## config.mk

```make
export PLATFORM = sky130hd
export DESIGN_NAME = tcw_queue
export DESIGN_NICKNAME = d
export VERILOG_FILES = /design/src/hw/rtl/tcw_pkg.sv /design/src/hw/rtl/tcw_queue.sv
export SDC_FILE = /design/constraint.sdc
export NUM_CORES = 1
export LEC_CHECK = 0
export BUFFER_PORTS_ARGS = -buffer_cell sky130_fd_sc_hd__buf_2
export CAP_MARGIN = 25
export CELL_PAD_IN_SITES_DETAIL_PLACEMENT = 0
export CELL_PAD_IN_SITES_GLOBAL_PLACEMENT = 1
export CORE_ASPECT_RATIO = 0.8
export CORE_MARGIN = 2
export CORE_UTILIZATION = 38
export CTS_CLUSTER_DIAMETER = 40
export DETAILED_ROUTE_END_ITERATION = 8
export HOLD_SLACK_MARGIN = 0.15
export PLACE_DENSITY = 0.8
export REMOVE_ABC_BUFFERS = 1
export SYNTH_ARGS = -nofsm -noshare
export SYNTH_HDL_FRONTEND = slang
export SYNTH_SLANG_ARGS = --single-unit
export TNS_END_PERCENT = 100
```

## constraint.sdc

```tcl
create_clock -name clock -period 2 [get_ports clock]
set_clock_uncertainty 0.1 [all_clocks]
set_input_delay 0.3 -clock clock [delete_from_list [all_inputs] [get_ports clock]]
set_output_delay 0.3 -clock clock [all_outputs]
set_load 0.02 [all_outputs]
```

## src/hw/rtl/tcw_pkg.sv

```systemverilog
// ----------------------------------------------------------------------------
// tcw_pkg: shared types and constants of the text console writer
// Operation codes, register indexes, the command that travels from the front
// end to the back end, and the cell format.
// ----------------------------------------------------------------------------
package tcw_pkg;

   localparam int DEF_SCREEN_COLUMNS = 80;
   localparam int DEF_SCREEN_ROWS    = 25;
   localparam int DEF_BUFFER_ROWS    = 64;

   localparam int OP_W       = 3;
   localparam int CHAR_W     = 8;
   localparam int COUNT_W    = 8;
   localparam int ADDR_W     = 11;
   localparam int CURSOR_W   = 13;
   localparam int VIEW_W     = 6;
   localparam int CELL_W     = 16;
   localparam int COLOR_W    = 4;
   localparam int CSR_IDX_W  = 2;

   localparam int QUEUE_DEPTH = 2;

   localparam logic [OP_W-1:0] OP_PUT_CHAR  = 3'd0;
   localparam logic [OP_W-1:0] OP_BACKSPACE = 3'd1;
   localparam logic [OP_W-1:0] OP_CLEAR     = 3'd2;
   localparam logic [OP_W-1:0] OP_FLUSH     = 3'd3;
   localparam logic [OP_W-1:0] OP_READ      = 3'd4;

   localparam logic [CSR_IDX_W-1:0] CSR_FOREGROUND = 2'd0;
   localparam logic [CSR_IDX_W-1:0] CSR_BACKGROUND = 2'd1;

   localparam logic [CHAR_W-1:0]  NEWLINE_CODE = 8'd10;
   localparam logic [CHAR_W-1:0]  SPACE_CODE   = 8'h20;
   localparam logic [COLOR_W-1:0] RESET_FG     = 4'd15;
   localparam logic [COLOR_W-1:0] RESET_BG     = 4'd0;

   typedef enum logic [2:0] {
      KIND_NONE,
      KIND_PUT,
      KIND_BACKSPACE,
      KIND_CLEAR,
      KIND_READ
   } kind_type;

   typedef struct packed {
      kind_type            kind;
      logic [CHAR_W-1:0]   char_code;
      logic [COUNT_W-1:0]  erase_count;
      logic [ADDR_W-1:0]   cell_address;
   } cmd_type;

   function automatic logic [CELL_W-1:0] make_cell(input logic [COLOR_W-1:0] bg,
                                                   input logic [COLOR_W-1:0] fg,
                                                   input logic [CHAR_W-1:0] ch);
      return {bg, fg, ch};
   endfunction

endpackage

```

## src/hw/rtl/tcw_queue.sv

```systemverilog
// ----------------------------------------------------------------------------
// tcw_queue: command queue
// A short first-in first-out queue between the front end and the back end.
// ----------------------------------------------------------------------------
module tcw_queue (
   input  logic             clock,
   input  logic             reset,
   input  logic             push,
   input  tcw_pkg::cmd_type push_data,
   input  logic             pop,
   output tcw_pkg::cmd_type head,
   output logic             full,
   output logic             empty
);
   import tcw_pkg::*;

   localparam int PTR_W = (QUEUE_DEPTH > 1) ? $clog2(QUEUE_DEPTH) : 1;
   localparam int CNT_W = $clog2(QUEUE_DEPTH + 1);

   cmd_type             entry_ff [QUEUE_DEPTH];
   logic [PTR_W-1:0]    wr_ptr_ff, wr_ptr_in;
   logic [PTR_W-1:0]    rd_ptr_ff, rd_ptr_in;
   logic [CNT_W-1:0]    count_ff, count_in;
   logic                do_push, do_pop;

   assign full    = count_ff == CNT_W'(QUEUE_DEPTH);
   assign empty   = count_ff == '0;
   assign do_push = push && !full;
   assign do_pop  = pop && !empty;
   assign head    = entry_ff[rd_ptr_ff];

   always_comb begin
      wr_ptr_in = wr_ptr_ff;
      rd_ptr_in = rd_ptr_ff;
      count_in  = count_ff;
      if (do_push) begin
         wr_ptr_in = (wr_ptr_ff == PTR_W'(QUEUE_DEPTH - 1)) ? '0 : wr_ptr_ff + 1'b1;
      end
      if (do_pop) begin
         rd_ptr_in = (rd_ptr_ff == PTR_W'(QUEUE_DEPTH - 1)) ? '0 : rd_ptr_ff + 1'b1;
      end
      if (do_push && !do_pop) begin
         count_in = count_ff + 1'b1;
      end else if (do_pop && !do_push) begin
         count_in = count_ff - 1'b1;
      end
   end

   always_ff @(posedge clock) begin
      if (reset) begin
         wr_ptr_ff <= '0;
         rd_ptr_ff <= '0;
         count_ff  <= '0;
      end else begin
         wr_ptr_ff <= wr_ptr_in;
         rd_ptr_ff <= rd_ptr_in;
         count_ff  <= count_in;
      end
   end

   always_ff @(posedge clock) begin
      if (do_push) begin
         entry_ff[wr_ptr_ff] <= push_data;
      end
   end

endmodule

```

==> flow_summary.ini <==
[critical_path]
cpMaxStageDelayCell = mux2_2
cp.required_ps = 1600
startpoint_type = register
crit_chain = buf_6, mux2_2, buf_2
end_kind = output port
crit_buf_inv = 2
crit_arrival_ps = 1450
crit_fanout = 22
rrSetupSlack_ps = 370
critPathTopFamily = buffers and inverters
cpPeakStageDelay_ps = 380
crit_type = reg2out
worstReg2RegStart = count_ff[1]

[yosys]
synth_area_mm2 = 0.00237
yosysUniqueCellTypes = 13
synth.ff_latch_count = 65
ys_warn_count = 0
synthArstFlopShare_pct = 0
synth_edf_count = 60
yosysTopAreaCell = edfxtp_1
ys_dominant_reg_cell = edfxtp_1
syn_area_per_cell_um2 = 20.1
yosys.area.top_type_share_pct = 75.9
yosys-top-cells-area = edfxtp_1, mux2_2, dfxtp_1
ys_seq_area_share_pct = 80.2
ys_top_cells_by_count = edfxtp_1, mux2_2, dfxtp_1, nor2_1
synth.most_common_cell = edfxtp_1
synth_cells = 118

[detailed_routing]
vias = 1378
dr.pass1.iters = 4
via_per_inst = 4.42
drtAntennaViolNets = 0
drt_iter0_markers = 39
wl_per_cell_um = 13.5
wirelength_um = 4210
drc_errors = 0

[global_routing]
grt_pass1_vias = 1383
grt_pass1_wl_um = 6510
antenna_found_initial = 0
grt.met2_usage_pct = 20.8
grt_usage_pct = 13.1
top_usage_layer = met2
gr-total-overflow = 0
grtUsageMet3_pct = 6.41
use_met1_pct = 15.8
grt_max_degree = 31

[final_layout]
n_antenna_cell = 0
area_delta_synth_final_pct = 43.1
fin_area_mm2 = 0.00340
final_layout_size_suffix_gt1_share_pct = 49.8
layout.nets = 261

[die]
fp.dieArea_mm2 = 0.00689
coreArea_mm2 = 0.00597
initial_core_util_pct = 39.7
ios = 66
row_count = 25
die_h_um = 74.7
die_w_um = 92.3

[min_path]
min_path_type = in2reg
worstHoldStart = push

[pwr]
pwr_density_cell_mw_per_mm2 = 1260
leakage_nw = 1.30
ir_drop_uv = 774

[clock_network]
worstSkewPairLatency_ps = 330
cts_htree_levels = 3
cts_tree = yes
cts_sinks = 65
clk_pin_slew_ps = 70
clock_path_buffers = 2
root_buffer = clkbuf_8
cts-buffers-inserted = 9
cts_setup_buffers = 0

[sta]
timing.setup.tns_ps = 0
worst_pin_slew_ps = 292
relSlewSlack_pct = 80.3
finalSetupViolCount = 0
finalMaxSlewViolations = 0
min_period_over_period_pct = 92.4
hold_viol = 0
min_period_ps = 1850
rsz0062_at_grt = false
fmax_mhz = 541

[flow_run]
max-cap-violations = 0

[placed_design]
io_buffer_count = 65
dp_hpwl_um = 2560
placed_area_mm2 = 0.00284
gp_congestion = 0.678

[status]
status = finished, final reports clean
state kept, by name, summed over array words and instances, names as in the netlist, named ones only:
signal	cells
rd_ptr_ff	1
wr_ptr_ff	1
entry_ff	60
count_ff	2
power by group:
group,internal [mW],total [mW],switching [mW]
Clock,0.827,1.30,0.478
Sequential,1.71,1.77,0.0616
Combinational,0.524,1.21,0.684
Total,3.06,4.29,1.22
stage by stage:
step                std cells  hold WS, ps  util (%)  power [mW]  worst slack, ps
global placement          265          383      47.5        2.96              427
finish                    312          250      56.8        4.29              152
global route              312          270      56.8        4.51             60.8
detailed placement        265          384      47.5        2.97              357
floorplan                 115          269         -        2.56             63.5
CTS                       312          226      56.8        4.35             57.8
placed cells by master, fill, tap and decap left out:
master         netlist  final
buf_12               0      2
dlygate4sd3_1        0     31
and2_1               1      1
edfxtp_1            60     60
clkinv_1             0      1
clkinv_4             0      2
a21oi_1              2      2
buf_4                0      1
clkinvlp_4           0      1
bufinv_16            0      3
o21ai_0              3      3
buf_6                0      1
nor2b_2              1      1
dfxtp_1              5      5
mux2_2              30     30
or3_1                2      2
ha_1                 1      1
clkbuf_8             0      9
buf_2                3     65
xor2_1               3      3
inv_1                2      2
nor2_1               5      5
area by class of cell:
cell class	instances	area [um2]
fill	493	2580
clock buffer	9	124
sequential	65	1900
multi-input combinational	48	448
clock inverter	7	119
tap	81	101
inverter	2	7.51
timing repair buffer	100	694
tightest hold or removal path, stage by stage:
cell	delay (ps)
buf_2	70
inv_1	50
o21ai_0	150
a21oi_1	60
per-layer routing:
metal	vias to the layer above	wire length [um]
li1	672	-
met1	647	1930
met2	53	1940
met5	-	0
met3	6	305
met4	0	37
what timing repair did:
action,in CTS,in global routing
hold buffers,31,0
resized for setup,0,1
hold endpoints to repair,65,0
setup endpoints to repair,0,4
final timing paths:
path                               endpoint  cells past startpoint
worst min-delay path              wr_ptr_ff                      4
worst max-delay path               head[14]                      3
worst max register to register  count_ff[1]                      5
worst min register to register    wr_ptr_ff                      2
cell families after synthesis:
| logic type | synth area share [%] |
|---|---|
| multiplexers | 14.2 |
| AND/OR/NAND/NOR | 1.95 |
| XOR/XNOR | 1.11 |
| flip-flops | 80.2 |
| adder cells (fa/ha/maj) | 0.527 |
| AO/OA/AOI/OAI | 1.05 |
| buffers and inverters | 0.949 |
Note: power is estimated with default switching activity, not from simulation.
